<file path="src/hw/rtl/cdq_pkg.sv">
`timescale 1ns / 1ps

package cdq_pkg;

    localparam int REQ_W   = 3;
    localparam int POS_W   = 4;
    localparam int WORD_W  = 32;
    localparam int COUNT_W = 5;

    typedef logic [REQ_W-1:0] t_req;

    localparam t_req REQ_PUSH_FRONT = 3'd0;
    localparam t_req REQ_PUSH_BACK  = 3'd1;
    localparam t_req REQ_POP_FRONT  = 3'd2;
    localparam t_req REQ_POP_BACK   = 3'd3;
    localparam t_req REQ_INSERT_AT  = 3'd4;
    localparam t_req REQ_FIND       = 3'd5;
    localparam t_req REQ_CLEAR      = 3'd6;

    typedef struct packed {
        logic               ok;
        logic [WORD_W-1:0]  popped_value;
        logic [POS_W-1:0]   found_position;
        logic [COUNT_W-1:0] entry_count;
    } t_result;

endpackage

</file>
<file path="src/hw/rtl/cdq_ram.sv">
`timescale 1ns / 1ps

module cdq_ram #(
    parameter int DEPTH      = 16,
    parameter int DATA_WIDTH = 32
) (
    input  logic                     i_clk,
    input  logic                     i_we,
    input  logic [$clog2(DEPTH)-1:0] i_waddr,
    input  logic [DATA_WIDTH-1:0]    i_wdata,
    input  logic [$clog2(DEPTH)-1:0] i_raddr,
    output logic [DATA_WIDTH-1:0]    o_rdata
);

    logic [DATA_WIDTH-1:0] r_mem [DEPTH];
    logic [DATA_WIDTH-1:0] r_rdata;

    always_ff @(posedge i_clk) begin
        if (i_we) begin
            r_mem[i_waddr] <= i_wdata;
        end
        r_rdata <= r_mem[i_raddr];
    end

    assign o_rdata = r_rdata;

endmodule

</file>
<file path="src/hw/rtl/cdq_ctrl.sv">
`timescale 1ns / 1ps

module cdq_ctrl #(
    parameter int DEPTH      = 16,
    parameter int DATA_WIDTH = 32
) (
    input  logic                          i_clk,
    input  logic                          i_rst_n,
    input  logic                          i_req_valid,
    output logic                          o_req_ready,
    input  cdq_pkg::t_req                 i_req_type,
    input  logic [cdq_pkg::POS_W-1:0]     i_position,
    input  logic [cdq_pkg::WORD_W-1:0]    i_item_value,
    output logic                          o_res_valid,
    output cdq_pkg::t_result              o_res,
    input  logic                          i_res_take,
    output logic                          o_ram_we,
    output logic [$clog2(DEPTH)-1:0]      o_ram_waddr,
    output logic [DATA_WIDTH-1:0]         o_ram_wdata,
    output logic [$clog2(DEPTH)-1:0]      o_ram_raddr,
    input  logic [DATA_WIDTH-1:0]         i_ram_rdata
);

    localparam int AW   = $clog2(DEPTH);
    localparam int CW   = $clog2(DEPTH + 1);
    localparam int SW   = CW + 1;
    localparam int CMPW = (CW > cdq_pkg::POS_W) ? CW : cdq_pkg::POS_W;

    localparam logic [2:0] ST_IDLE     = 3'd0;
    localparam logic [2:0] ST_EXEC     = 3'd1;
    localparam logic [2:0] ST_POP_WAIT = 3'd2;
    localparam logic [2:0] ST_SHIFT    = 3'd3;
    localparam logic [2:0] ST_FIND     = 3'd4;
    localparam logic [2:0] ST_DONE     = 3'd5;

    function automatic logic [AW-1:0] slot_fwd(input logic [AW-1:0] s);
        return (s == AW'(DEPTH - 1)) ? '0 : s + AW'(1);
    endfunction

    function automatic logic [AW-1:0] slot_back(input logic [AW-1:0] s);
        return (s == '0) ? AW'(DEPTH - 1) : s - AW'(1);
    endfunction

    // base < DEPTH and off <= DEPTH, so one conditional subtract wraps it
    function automatic logic [AW-1:0] slot_add(input logic [AW-1:0] base,
                                               input logic [CW-1:0] off);
        logic [SW-1:0] sum;
        sum = SW'(base) + SW'(off);
        if (sum >= SW'(DEPTH)) begin
            sum = sum - SW'(DEPTH);
        end
        return AW'(sum);
    endfunction

    logic [2:0]                      r_state, n_state;
    logic [AW-1:0]                   r_head, n_head;
    logic [AW-1:0]                   r_tail, n_tail;
    logic [CW-1:0]                   r_count, n_count;
    cdq_pkg::t_req                   r_req, n_req;
    logic [cdq_pkg::POS_W-1:0]       r_pos, n_pos;
    logic [DATA_WIDTH-1:0]           r_val, n_val;
    logic [AW-1:0]                   r_slot, n_slot;
    logic [CW-1:0]                   r_left, n_left;
    logic                            r_pend, n_pend;
    logic [AW-1:0]                   r_pend_slot, n_pend_slot;
    logic [AW-1:0]                   r_ins_slot, n_ins_slot;
    logic [CW-1:0]                   r_idx, n_idx;
    logic                            r_cmp_valid, n_cmp_valid;
    logic [CW-1:0]                   r_cmp_idx, n_cmp_idx;
    logic                            r_ok, n_ok;
    logic [cdq_pkg::WORD_W-1:0]      r_popped, n_popped;
    logic [cdq_pkg::POS_W-1:0]       r_found, n_found;

    logic                            w_full;
    logic                            w_pos_ok;
    logic                            w_match;
    logic [AW-1:0]                   w_tail_expect;

    assign w_full        = (r_count == CW'(DEPTH));
    assign w_pos_ok      = (CMPW'(r_pos) <= CMPW'(r_count));
    // the one comparator, shared by every step of a find
    assign w_match       = (i_ram_rdata == r_val);
    assign w_tail_expect = slot_add(r_head, r_count);

    always_comb begin
        n_state     = r_state;
        n_head      = r_head;
        n_tail      = r_tail;
        n_count     = r_count;
        n_req       = r_req;
        n_pos       = r_pos;
        n_val       = r_val;
        n_slot      = r_slot;
        n_left      = r_left;
        n_pend      = r_pend;
        n_pend_slot = r_pend_slot;
        n_ins_slot  = r_ins_slot;
        n_idx       = r_idx;
        n_cmp_valid = r_cmp_valid;
        n_cmp_idx   = r_cmp_idx;
        n_ok        = r_ok;
        n_popped    = r_popped;
        n_found     = r_found;
        o_ram_we    = 1'b0;
        o_ram_waddr = r_slot;
        o_ram_wdata = r_val;
        o_ram_raddr = r_slot;

        unique case (r_state)
            ST_IDLE: begin
                if (i_req_valid) begin
                    n_req    = i_req_type;
                    n_pos    = i_position;
                    n_val    = DATA_WIDTH'(i_item_value);
                    n_ok     = 1'b0;
                    n_popped = '0;
                    n_found  = '0;
                    n_state  = ST_EXEC;
                end
            end

            ST_EXEC: begin
                n_state = ST_DONE;
                unique case (r_req)
                    cdq_pkg::REQ_PUSH_FRONT: begin
                        if (!w_full) begin
                            n_head      = slot_back(r_head);
                            o_ram_we    = 1'b1;
                            o_ram_waddr = n_head;
                            n_count     = r_count + CW'(1);
                            n_ok        = 1'b1;
                        end
                    end
                    cdq_pkg::REQ_PUSH_BACK: begin
                        if (!w_full) begin
                            o_ram_we    = 1'b1;
                            o_ram_waddr = r_tail;
                            n_tail      = slot_fwd(r_tail);
                            n_count     = r_count + CW'(1);
                            n_ok        = 1'b1;
                        end
                    end
                    cdq_pkg::REQ_POP_FRONT: begin
                        if (r_count != '0) begin
                            o_ram_raddr = r_head;
                            n_state     = ST_POP_WAIT;
                        end
                    end
                    cdq_pkg::REQ_POP_BACK: begin
                        if (r_count != '0) begin
                            n_tail      = slot_back(r_tail);
                            o_ram_raddr = n_tail;
                            n_state     = ST_POP_WAIT;
                        end
                    end
                    cdq_pkg::REQ_INSERT_AT: begin
                        if (!w_full && w_pos_ok) begin
                            n_left     = r_count - CW'(r_pos);
                            n_slot     = slot_back(r_tail);
                            n_ins_slot = slot_add(r_head, CW'(r_pos));
                            n_pend     = 1'b0;
                            n_state    = ST_SHIFT;
                        end
                    end
                    cdq_pkg::REQ_FIND: begin
                        n_slot      = r_head;
                        n_left      = r_count;
                        n_idx       = '0;
                        n_cmp_valid = 1'b0;
                        n_state     = ST_FIND;
                    end
                    cdq_pkg::REQ_CLEAR: begin
                        n_head  = '0;
                        n_tail  = '0;
                        n_count = '0;
                        n_ok    = 1'b1;
                    end
                    default: begin
                    end
                endcase
            end

            ST_POP_WAIT: begin
                n_popped = cdq_pkg::WORD_W'(i_ram_rdata);
                n_ok     = 1'b1;
                n_count  = r_count - CW'(1);
                if (r_req == cdq_pkg::REQ_POP_FRONT) begin
                    n_head = slot_fwd(r_head);
                end
                n_state = ST_DONE;
            end

            // read one entry toward the head while the entry read last cycle
            // lands one slot further toward the tail; then write the new item at its slot
            ST_SHIFT: begin
                if (r_pend) begin
                    o_ram_we    = 1'b1;
                    o_ram_waddr = r_pend_slot;
                    o_ram_wdata = i_ram_rdata;
                end
                if (r_left != '0) begin
                    o_ram_raddr = r_slot;
                    n_pend      = 1'b1;
                    n_pend_slot = slot_fwd(r_slot);
                    n_slot      = slot_back(r_slot);
                    n_left      = r_left - CW'(1);
                end else if (r_pend) begin
                    n_pend = 1'b0;
                end else begin
                    o_ram_we    = 1'b1;
                    o_ram_waddr = r_ins_slot;
                    o_ram_wdata = r_val;
                    n_count     = r_count + CW'(1);
                    n_tail      = slot_fwd(r_tail);
                    n_ok        = 1'b1;
                    n_state     = ST_DONE;
                end
            end

            ST_FIND: begin
                priority if (r_cmp_valid && w_match) begin
                    n_ok    = 1'b1;
                    n_found = cdq_pkg::POS_W'(r_cmp_idx);
                    n_state = ST_DONE;
                end else if (r_left != '0) begin
                    o_ram_raddr = r_slot;
                    n_cmp_valid = 1'b1;
                    n_cmp_idx   = r_idx;
                    n_idx       = r_idx + CW'(1);
                    n_slot      = slot_fwd(r_slot);
                    n_left      = r_left - CW'(1);
                end else begin
                    n_state = ST_DONE;
                end
            end

            ST_DONE: begin
                if (i_res_take) begin
                    n_state = ST_IDLE;
                end
            end

            default: begin
                n_state = ST_IDLE;
            end
        endcase
    end

    always_ff @(posedge i_clk) begin
        if (!i_rst_n) begin
            r_state <= ST_IDLE;
            r_head  <= '0;
            r_tail  <= '0;
            r_count <= '0;
            r_pend  <= 1'b0;
        end else begin
            r_state <= n_state;
            r_head  <= n_head;
            r_tail  <= n_tail;
            r_count <= n_count;
            r_pend  <= n_pend;
        end
    end

    always_ff @(posedge i_clk) begin
        r_req       <= n_req;
        r_pos       <= n_pos;
        r_val       <= n_val;
        r_slot      <= n_slot;
        r_left      <= n_left;
        r_pend_slot <= n_pend_slot;
        r_ins_slot  <= n_ins_slot;
        r_idx       <= n_idx;
        r_cmp_valid <= n_cmp_valid;
        r_cmp_idx   <= n_cmp_idx;
        r_ok        <= n_ok;
        r_popped    <= n_popped;
        r_found     <= n_found;
    end

    assign o_req_ready          = (r_state == ST_IDLE);
    assign o_res_valid          = (r_state == ST_DONE);
    assign o_res.ok             = r_ok;
    assign o_res.popped_value   = r_popped;
    assign o_res.found_position = r_found;
    assign o_res.entry_count    = cdq_pkg::COUNT_W'(r_count);

    a_count_bound: assert property (@(posedge i_clk) disable iff (!i_rst_n)
        r_count <= CW'(DEPTH))
        else $error("entry count above capacity");

    a_tail_tracks_head: assert property (@(posedge i_clk) disable iff (!i_rst_n)
        (r_state == ST_IDLE) |-> (r_tail == w_tail_expect))
        else $error("tail slot out of step with head and count");

    a_no_write_when_quiet: assert property (@(posedge i_clk) disable iff (!i_rst_n)
        (r_state == ST_IDLE || r_state == ST_DONE) |-> !o_ram_we)
        else $error("store written outside a request");

    a_result_held: assert property (@(posedge i_clk) disable iff (!i_rst_n)
        (r_state == ST_DONE && !i_res_take) |=> (r_state == ST_DONE))
        else $error("result dropped before transfer");

endmodule

</file>
<file path="src/hw/rtl/circular_deque_store_core.sv">
`timescale 1ns / 1ps
// a push, a clear, the unused code and every refused request end in the execute step,
// a pop then waits for its store read, an insert that moves m entries toward the tail
// shifts them one by one, and find reads the n held entries from the head until a match
// one request is in flight at a time; the next is taken once the result has entered
// the output register, which frees as soon as it is transferred
// synchronous active-low reset empties the list; store contents are not cleared

module circular_deque_store_core #(
    parameter int DEPTH      = 16,
    parameter int DATA_WIDTH = 32
) (
    input  logic                           i_clk,
    input  logic                           i_rst_n,
    input  logic                           i_valid,
    output logic                           o_ready,
    input  logic [cdq_pkg::REQ_W-1:0]      i_req_type,
    input  logic [cdq_pkg::POS_W-1:0]      i_position,
    input  logic [cdq_pkg::WORD_W-1:0]     i_item_value,
    output logic                           o_valid,
    input  logic                           i_ready,
    output logic                           o_ok,
    output logic [cdq_pkg::WORD_W-1:0]     o_popped_value,
    output logic [cdq_pkg::POS_W-1:0]      o_found_position,
    output logic [cdq_pkg::COUNT_W-1:0]    o_entry_count
);

    localparam int AW = $clog2(DEPTH);

    logic                  w_res_valid;
    cdq_pkg::t_result      w_res;
    logic                  w_res_take;
    logic                  w_ram_we;
    logic [AW-1:0]         w_ram_waddr;
    logic [DATA_WIDTH-1:0] w_ram_wdata;
    logic [AW-1:0]         w_ram_raddr;
    logic [DATA_WIDTH-1:0] w_ram_rdata;

    logic                  r_out_valid;
    cdq_pkg::t_result      r_out;

    cdq_ctrl #(
        .DEPTH      (DEPTH),
        .DATA_WIDTH (DATA_WIDTH)
    ) u_ctrl (
        .i_clk        (i_clk),
        .i_rst_n      (i_rst_n),
        .i_req_valid  (i_valid),
        .o_req_ready  (o_ready),
        .i_req_type   (i_req_type),
        .i_position   (i_position),
        .i_item_value (i_item_value),
        .o_res_valid  (w_res_valid),
        .o_res        (w_res),
        .i_res_take   (w_res_take),
        .o_ram_we     (w_ram_we),
        .o_ram_waddr  (w_ram_waddr),
        .o_ram_wdata  (w_ram_wdata),
        .o_ram_raddr  (w_ram_raddr),
        .i_ram_rdata  (w_ram_rdata)
    );

    cdq_ram #(
        .DEPTH      (DEPTH),
        .DATA_WIDTH (DATA_WIDTH)
    ) u_ram (
        .i_clk   (i_clk),
        .i_we    (w_ram_we),
        .i_waddr (w_ram_waddr),
        .i_wdata (w_ram_wdata),
        .i_raddr (w_ram_raddr),
        .o_rdata (w_ram_rdata)
    );

    // output register takes a new result once the held one is transferred
    assign w_res_take = w_res_valid && (!r_out_valid || i_ready);

    always_ff @(posedge i_clk) begin
        if (!i_rst_n) begin
            r_out_valid <= 1'b0;
        end else if (w_res_take) begin
            r_out_valid <= 1'b1;
        end else if (i_ready) begin
            r_out_valid <= 1'b0;
        end
    end

    always_ff @(posedge i_clk) begin
        if (w_res_take) begin
            r_out <= w_res;
        end
    end

    assign o_valid          = r_out_valid;
    assign o_ok             = r_out.ok;
    assign o_popped_value   = r_out.popped_value;
    assign o_found_position = r_out.found_position;
    assign o_entry_count    = r_out.entry_count;

endmodule

</file>
<file path="config.mk">
export PLATFORM = sky130hd
export DESIGN_NAME = circular_deque_store_core
export DESIGN_NICKNAME = d
export VERILOG_FILES = /design/src/hw/rtl/cdq_pkg.sv /design/src/hw/rtl/cdq_ram.sv /design/src/hw/rtl/cdq_ctrl.sv /design/src/hw/rtl/circular_deque_store_core.sv
export SDC_FILE = /design/constraint.sdc
export NUM_CORES = 1
export LEC_CHECK = 0
export BUFFER_PORTS_ARGS = -buffer_cell sky130_fd_sc_hd__buf_2
export CORE_ASPECT_RATIO = 1.25
export CORE_MARGIN = 1.5
export CORE_UTILIZATION = 60
export CTS_CLUSTER_SIZE = 8
export DETAILED_ROUTE_END_ITERATION = 16
export PLACE_DENSITY_LB_ADDON = 0.15
export SLEW_MARGIN = 5
export SYNTH_ARGS = -nofsm -noshare
export SYNTH_HDL_FRONTEND = slang
export SYNTH_SLANG_ARGS = --single-unit
</file>
<file path="constraint.sdc">
create_clock -name i_clk -period 11.61 [get_ports i_clk]
set_input_delay 1.7415 -clock i_clk [delete_from_list [all_inputs] [get_ports i_clk]]
set_output_delay 1.7415 -clock i_clk [all_outputs]
set_load 0.02 [all_outputs]
</file>
# After elaboration in Yosys (flattened, before gate mapping)
# Memory sizes are Yosys's and may differ from the RTL's. A register that Yosys moved wholly into a read port is not among the register bits.
# Index checks and enable logic that the tools add are counted.
word_totals:
  ff_bits: 163
  ram_bits: 512
  input_bits: 43
  out_inout_bits: 44
  wordCells: 209
  mem_count: 1
classes:
  n_addsub: 13
  n_lt_le_gt_ge: 2
  eq_ne: 38
  mux: 92
  n_bitwise: 1
  n_reduce_logical: 39
memory_table:
  columns: ["memory", "depth", "width", "read_ports", "rd_clocked_by_memory_dff", "wr", "line", "rtl"]
  rows:
  - ["u_ram.r_mem", 16, 32, 1, 1, 1, "cdq_ram.sv:15", "logic [DATA_WIDTH-1:0] r_mem [DEPTH];"]
op_table:
  columns: ["op", "count"]
  rows:
  - ["2-to-1 mux 32 bit", 5]
  - ["2-to-1 mux 4 bit", 27]
  - ["case mux 32 bit (2 select lines)", 1]
  - ["case mux 4 bit (2 select lines)", 8]
  - ["2-to-1 mux 5 bit", 9]
  - ["== test 32 bit", 1]
  - ["case mux 5 bit (2 select lines)", 3]
  - ["case mux 5 bit (3 select lines)", 2]
  - ["2-to-1 mux 3 bit", 8]
  - ["case mux 4 bit (3 select lines)", 2]
  - ["2-to-1 mux 1 bit", 20]
  - ["case mux 3 bit (6 select lines)", 1]
  - ["subtractor 4 x 1 -> 4 bit (second input constant)", 4]
  - ["== test 3 bit (second input constant)", 5]
  - ["!= test 3 bit (second input constant)", 5]
  - ["nonzero test 5 bit", 3]
  - ["!= test 2 x 1 -> 1 bit (second input constant)", 7]
  - ["adder 4 x 1 -> 4 bit (second input constant)", 3]
  - ["== test 3 x 2 -> 1 bit (second input constant)", 4]
  - ["== test 4 bit (second input constant)", 3]
  - ["logical NOT 4 bit", 3]
  - ["!= test 3 x 2 -> 1 bit (second input constant)", 4]
  - ["AND reduction 3 bit", 4]
  - ["AND reduction 4 bit", 3]
  - ["25 further kinds", 50]

# Longest topological paths before layout
# Gate-level depths: netlist of run 1.
depth:
  depth_word: 6
  depth_mapped: 13
  ltp_nobuf: 9

# Hierarchy
# Synthesis of run 1 repeated with hierarchy kept, for this count alone.
hier_totals:
  cells_unflattened: 1538
  area_unflattened_um2: 27726.6
modules_own_cells:
  columns: ["module", "n_inst", "cells_per_inst", "area_per_inst_um2", "seq_area_each_um2"]
  rows:
  - ["cdq_ram", 1, 838, 19835.3, 16015.4]
  - ["cdq_ctrl", 1, 654, 6582.6, 3403.3]
  - ["circular_deque_store_core", 1, 46, 1308.8, 1281.2]

# Worst setup path before layout of run 1
# Ideal clock, no wire load.
synth_timing:
  path_kind: "input to register"
  startpoint: "input port i_ready"
  endpoint: "register r_out, in the netlist o_entry_count[0] (enable)"
  setup_time_ns: 0.446
  arrival_ns: 3.784
  t_required_ns: 11.164
  path_slack_ns: 7.380
  path_stages: 2
  n_path_buf: 0
  path_cell_list: "nand2b_1 nor2b_1"
synth_via:
  elab_chain_len: 2
synth_lines:
  columns: ["item", "line", "rtl"]
  rows:
  - ["from (decl)", "circular_deque_store_core.sv:21", "input logic i_ready,"]
  - ["logical OR 1 bit", "circular_deque_store_core.sv:76", "assign w_res_take = w_res_valid && (!r_out_valid || i_ready);"]
  - ["logical AND 1 bit", "circular_deque_store_core.sv:76", null]
  - ["via u_ctrl.i_res_take", "cdq_ctrl.sv:16", "input logic i_res_take,"]
  - ["to (signal assigned)", "circular_deque_store_core.sv:90", "r_out <= w_res;"]
  - ["to (decl)", "circular_deque_store_core.sv:40", "cdq_pkg::t_result r_out;"]
# The timed path passes the listed nets, and every way through them passes these cells.
# A chain may end at the register's enable or synchronous reset.

# Worst setup path after layout of run 1
layout_timing:
  startpoint: "register u_ctrl.r_state[0]"
  endpoint: "register u_ram.r_rdata[10] (netlist: u_ram.o_rdata[10]) (read register of u_ram.r_mem)"
layout_via:
  elab_chain_len: 2
layout_lines:
  columns: ["item", "line", "rtl"]
  rows:
  - ["from (decl)", "cdq_ctrl.sv:55", "logic [2:0] r_state, n_state;"]
  - ["from (signal assigned)", "cdq_ctrl.sv:257", "r_state <= n_state;"]
  - ["== test 3 x 1 -> 1 bit", "cdq_ctrl.sv:109", "unique case (r_state)"]
  - ["2-to-1 mux 4 bit", null, null]
  - ["to (decl)", "cdq_ram.sv:16", "logic [DATA_WIDTH-1:0] r_rdata;"]
# Every way passes these cells.

==> metrics.md, run 1 <==
| Metric | Value |
|---|---|
| Hold depth | 0 |
| Final Hold Viols | 0 |
| Pin count of the biggest net entering global routing | 191 |
| Dpl ws | 6.78 ns |
| Most instantiated cells after synthesis | edfxtp_1, nand2_1, nand3_1 |
| WS Path Type | flip-flop to flip-flop |
| Post-CTS Setup Inserts | 0 |
| Reg power frac | 46.8% |
| Mean Syn Cell Area | 13.5 µm² |
| Main synth FF type | edfxtp_1 |
| Final routed DRC violation total | 0 |
| Cts repair resizes | 0 |
| Setup tns final | 0 ns |
| Outcome | finished clean |
| CTS max path bufs | 3 |
| WHS Endpoint | o_popped_value[4] |
| Inserted Diodes | 0 |
| RSZ-0062 raised after global routing | false |
| Max-slew headroom | 19.8% |
| Initial DRC count | 1851 |
| Clk pin slew, worst setup/hold paths | 0.05 ns |
| Skew-Pair Late Insertion Delay | 0.64 ns |
| Gate power share | 13.8% |
| Max Transition Viols Final | 0 |
| Yosys reg bits | 706 |
| Clock Power Share | 39.5% |
| R2R depth | 9 |
| Fmax | 202 MHz |
| Cells after synthesis | 2127 |
| Ys Warns | 0 |
| Final setup viols | 0 |
| DR WL/cell | 24.5 µm |
| Clk_skew | 0.0233 ns |
| First-pass GRT wire length | 106000 µm |
| DRT Pass-1 Iters | 5 |
| Hold path startpoint | u_ctrl.r_popped[4] |
| Via count | 18100 |
| Minimum clock period | 4.96 ns |
| Leakage | 11.6 nW |
| Num CTS Buffers | 98 |
| Count leader, synth | edfxtp_1 |
| Peak VDD IR | 0.000146 V |
| Starting Density | 60.8% |
| Final Routed Wirelength | 71900 µm |
| Share of cells above drive strength 1 | 13.0% |
| Final Util | 69.1% |
| Num rows | 89 |
| Ports | 87 |
| Syn_nets | 2191 |
| Core ar. | 47100 µm² |
| Die width | 198 µm |
| Final worst slack | 6.65 ns |
| Crit Path Max Fanout | 88 |
| Clock tree sinks | 706 |
| CTS tree | yes |
| Power density cells | 205 nW/µm² |
| Fin cells | 2938 |
| Yosys top cell by area | edfxtp_1 |
| Placed cell area | 29700 µm² |
| Worst EP arrival | 5.44 ns |
| Max-cap violation count | 0 |
| Initial antenna violation count | 0 |
| Grt ovf | 0 |
| Sequential area share after synthesis | 72.3% |
| Synth top area share | 68.8% |
| DP HPWL | 39200 µm |
| Gpl congestion | 0.893 |
| Critical Path End Type | flip-flop |
| H-tree levels | 3 |
| EDFF count, synth | 656 |
| Fin area | 32600 µm² |
| Post-route ant nets | 0 |
| Worst R2R End | u_ram.o_rdata[10] |
| Sw Ratio | 26.7% |
| Unique cell type count in the Yosys netlist | 69 |
| Area grow syn2layout | 13.8% |
| Hold_ws | 0.415 ns |
| Min-Delay Path Class | flip-flop to flip-flop |
| Final Cycle Share | 42.7% |
| Area contributors post-synth | edfxtp_1, nand2_1, dfxtp_1 |
| Startpoint Class | flip-flop |
| Share of flip-flops with an asynchronous set or reset | 0% |
| Die height | 247 µm |
| I/O Buffers | 86 |
| Drt via density | 6.16 |
| Die ar. | 49000 µm² |
| Vias in the first global route | 17400 |
| R2R Path Start | u_ctrl.r_state[0] |
| Post-Syn Area | 28600 µm² |
| Worst endpoint required time | 12.09 ns |
| Net count reported at finish | 2294 |
| Net switching power | 1.78 mW |
| Post-Place Cells | 2767 |
| Cts hold-fix bufs | 0 |
| Slew @ Worst Pin | 1.20 ns |
| Root buffer cell | clkbuf_16 |
| Reg-to-reg setup timing slack | 6.65 ns |
| Pwr Total | 6.68 mW |
| Internal | 4.89 mW |
| GR Util All Layers | 29.8% |
cell type report:
type	count	area, µm²
inverter	26	97.6
sequential	706	20700
tap	637	797
clock buffer	167	2800
timing repair buffer	120	698
clock inverter	4	66.3
fill	3174	14500
multi-input combinational	1278	7410
power by group through the flow:
stage                     Sequential (mW)  Clock, mW  Combinational (mW)
final                                3.12       2.63               0.918
after global routing                 3.13       2.78               0.997
after CTS                            3.12       2.66               0.916
after detailed placement             3.17          0               0.908
after global placement               3.16          0               0.884
after floorplan                      3.11          0               0.632
worst max path at each step:
| stage | startpoint | to | slack [ns] | cells past startpoint |
|---|---|---|---|---|
| 2_1_floorplan | i_ready | o_entry_count[0] | 7.38 | 2 |
| 3_3_place_gp | u_ctrl.r_state[0] | u_ram.o_rdata[2] | 6.96 | 9 |
| 3_5_place_dp | u_ctrl.r_state[0] | u_ram.o_rdata[10] | 6.78 | 9 |
| 4_1_cts | u_ctrl.r_state[0] | u_ram.o_rdata[31] | 6.72 | 9 |
| 5_1_grt | u_ctrl.r_state[0] | u_ram.o_rdata[31] | 6.30 | 9 |
| 6_report | u_ctrl.r_state[0] | u_ram.o_rdata[10] | 6.65 | 9 |
flip-flops by register name, summed over array words and instances, names as in the netlist, 3 cells and up:
| signal | cells |
|---|---|
| u_ctrl.r_req | 3 |
| u_ctrl.r_slot | 4 |
| u_ram.r_mem | 512 |
| u_ctrl.r_state | 3 |
| u_ctrl.r_cmp_idx | 4 |
| u_ram.o_rdata | 32 |
| u_ctrl.r_left | 5 |
| u_ctrl.r_idx | 4 |
| o_popped_value | 32 |
| u_ctrl.r_popped | 32 |
| u_ctrl.r_pos | 4 |
| u_ctrl.r_ins_slot | 4 |
| o_entry_count | 5 |
| u_ctrl.r_tail | 4 |
| o_found_position | 4 |
| u_ctrl.r_head | 4 |
| u_ctrl.r_count | 5 |
| u_ctrl.r_pend_slot | 4 |
| u_ctrl.r_found | 4 |
| u_ctrl.r_val | 32 |
layer usage:
metal / vias up / GRT usage (%) / wire length [µm]
met1: 8954 / 39.3 / 27900
li1: 8069 / - / -
met5: - / 0 / 0
met3: 149 / 5.09 / 6170
met2: 925 / 49.1 / 35300
met4: 0 / 12.8 / 2450
critical path, stage by stage, from the launching register on:
cell	delay, ns
dfxtp_1	0.56
nor3b_1	0.55
and3_1	0.67
mux2_8	0.70
buf_4	0.79
buf_4	0.74
mux2i_1	0.29
a32oi_1	0.09
o311ai_1	0.14
o221ai_1	0.17
cells by family (layout without fill, tap and decap cells):
family          Yosys count  count (layout)  share of synthesized area (%)
mux                      78              78                           2.96
buf+inv                 143             317                           2.42
compound gates          285             285                           7.24
fa+ha+maj                21              21                          0.970
xor+xnor                 47              47                           1.44
flops                   706             706                           72.3
simple gates            847             847                           12.7
layout by cell type, fill, tap and decap left out, types with 4 or more instances in the layout:
cell,Yosys,layout
o311ai_1,31,31
clkbuf_1,59,65
mux2_2,35,35
xor2_1,38,38
dfxtp_1,50,50
nand2_1,548,548
nor2_4,0,17
and3_1,11,10
a21oi_1,64,64
a21o_1,4,4
o211ai_1,4,4
a21boi_1,21,21
o21ai_0,31,31
nand4_1,4,4
a21boi_0,12,12
a31oi_1,5,5
mux2i_1,40,38
and2_1,35,35
buf_4,4,33
xnor2_1,9,9
nor3_1,6,6
a211oi_1,6,6
nor2b_1,10,9
buf_2,34,86
o221ai_1,34,34
nand3_1,134,134
nor2_1,65,47
a22oi_1,7,7
clkbuf_16,0,102
a311oi_1,7,7
a32oi_1,31,31
nand2b_1,11,11
edfxtp_1,656,656
ha_1,19,19
nor4_1,7,7
inv_1,26,25
Note: power is estimated with default switching activity, not from simulation.
==> run 2: changes to the inputs <==
--- a/config.mk
+++ b/config.mk
@@ -8,7 +8,7 @@
 export BUFFER_PORTS_ARGS = -buffer_cell sky130_fd_sc_hd__buf_2
 export CORE_ASPECT_RATIO = 1.25
 export CORE_MARGIN = 1.5
-export CORE_UTILIZATION = 60
+export CORE_UTILIZATION = 56
 export CTS_CLUSTER_SIZE = 8
 export DETAILED_ROUTE_END_ITERATION = 16
 export PLACE_DENSITY_LB_ADDON = 0.15
==> constraint.sdc (replaced) <==
create_clock -name i_clk -period 4.35 [get_ports i_clk]
set_input_delay 0.6525 -clock i_clk [delete_from_list [all_inputs] [get_ports i_clk]]
set_output_delay 0.6525 -clock i_clk [all_outputs]
set_load 0.02 [all_outputs]
==> metrics.md, run 2 (same netlist as run 1, synthesis figures left out) <==
| Metric | Value |
|---|---|
| Outcome | finished clean |
| GR Util All Layers | 27.7% |
| Final Routed Wirelength | 72100 µm |
| Startpoint Class | flip-flop |
| Core ar. | 50400 µm² |
| Clock Power Share | 38.6% |
| Cell mode on critical path | o21ai_0 |
| Setup tns final | 0 ns |
| Final Cycle Share | 90.1% |
| Post-CTS Setup Inserts | 0 |
| Gpl congestion | 0.915 |
| Max Transition Viols Final | 0 |
| Fill count | 3643 |
| Final worst slack | 0.431 ns |
| Crit-path slowest cell | or4b_2 |
| RSZ-0062 raised after global routing | false |
| First-pass GRT wire length | 108000 µm |
| Share of cells above drive strength 1 | 13.8% |
| Internal | 13.0 mW |
| Area grow syn2layout | 15.2% |
| Skew-Pair Late Insertion Delay | 0.65 ns |
| Gate power share | 15.1% |
| Clk_skew | 0.0264 ns |
| I/O Buffers | 86 |
| WS Path Type | flip-flop to flip-flop |
| Net count reported at finish | 2316 |
| Worst endpoint required time | 4.68 ns |
| Drt via density | 6.09 |
| Peak VDD IR | 0.000352 V |
| Grt ovf | 0 |
| Leakage | 11.7 nW |
| Via count | 18100 |
| CP Cell Sequence | inv_1, ha_1, or4b_2, a21oi_1, o21ai_0, a222oi_1, o21ai_0, or2_2, nor2_4, buf_12 |
| Worst EP arrival | 4.24 ns |
| Max-cap violation count | 0 |
| Cts hold-fix bufs | 0 |
| Sw Ratio | 27.5% |
| Most common cell after layout, fill and taps aside | edfxtp_1 |
| Minimum clock period | 3.92 ns |
| Fin cells | 2980 |
| Root buffer cell | clkbuf_16 |
| Reg power frac | 46.3% |
| Vias in the first global route | 17800 |
| Placed cell area | 30200 µm² |
| Fin area | 33000 µm² |
| Hold_ws | 0.180 ns |
| Final routed DRC violation total | 0 |
| Post-route ant nets | 0 |
| DR WL/cell | 24.2 µm |
| Final setup viols | 0 |
| Ports | 87 |
| Starting Density | 56.8% |
| Die width | 205 µm |
| Final Hold Viols | 0 |
| Dpl ws | 0.537 ns |
| Post-Place Cells | 2810 |
| Initial DRC count | 2154 |
| Slowest stage delay, CP | 0.64 ns |
| Cts repair resizes | 0 |
| Critical Path End Type | flip-flop |
| Max reg flops | 512 |
| Commonest non-fill, non-tap cells in the layout | edfxtp_1, nand2_1, nand3_1 |
| Fmax | 255 MHz |
| Pwr Total | 18.0 mW |
| Crit Path Max Fanout | 18 |
| Num rows | 92 |
| Pin count of the biggest net entering global routing | 111 |
| Slew @ Worst Pin | 1.18 ns |
| Largest reg by FF count | u_ram.r_mem |
| H-tree levels | 3 |
| Final Util | 65.4% |
| Initial antenna violation count | 1 |
| Clk pin slew, worst setup/hold paths | 0.06 ns |
| DRT Pass-1 Iters | 7 |
| CTS tree | yes |
| Max-slew headroom | 21.1% |
| Num CTS Buffers | 98 |
| DP HPWL | 44600 µm |
| Die ar. | 52500 µm² |
| Net switching power | 4.95 mW |
| Clock tree sinks | 706 |
| CTS max path bufs | 3 |
| Die height | 256 µm |
| Power density cells | 545 nW/µm² |
| Min-Delay Path Class | input pin to flip-flop |
==> run 2: power by group through the flow <==
stage / logic (mW) / clock network (mW) / registers, mW
finish: 2.71 / 6.93 / 8.32
global route: 2.91 / 7.29 / 8.34
CTS: 2.68 / 7.00 / 8.31
detailed placement: 2.66 / 0 / 8.44
global placement: 2.62 / 0 / 8.43
floorplan: 1.69 / 0 / 8.30
==> run 2: path summary, 6_finish.rpt <==
check | slack [ns] | cells past startpoint | startpoint | to
hold / removal | 0.18 | 1 | i_item_value[22] | u_ctrl.r_val[22]
setup / recovery | 0.43 | 10 | u_ctrl.r_left[0] | u_ram.r_mem[3][2]
hold reg to reg | 0.42 | 0 | u_ctrl.r_popped[0] | o_popped_value[0]
setup reg to reg | 0.43 | 10 | u_ctrl.r_left[0] | u_ram.r_mem[3][2]
==> run 2: cell type report <==
class | instances | area (µm²) | share of cell area (%)
clock inverters | 6 | 82.6 | 0.250
flip-flops and latches | 706 | 20700 | 62.8
multi-input cells | 1278 | 7420 | 22.5
clock buffers | 163 | 2720 | 8.24
inverters | 26 | 97.6 | 0.296
repair buffers | 142 | 1130 | 3.42
diodes | 1 | 2.50 | 0.00759
well taps | 658 | 823 | 2.50
==> run 2: worst max-delay path, delay by kind of cell (launching register included) <==
family	cells	cell delay (ns)
buffers and inverters	2	0.36
AOI/OAI and AO/OA	4	1.07
DFF	1	0.42
adders and majority gates	1	0.15
and+or+nand+nor	3	1.59
==> run 2: routing by layer <==
layer	vias to the layer above	wire length (µm)	track usage (%)
li1	8126	-	-
met1	8997	29200	38.2
met2	877	34100	43.3
met3	136	6140	4.80
met4	0	2700	12.4
met5	-	0	0
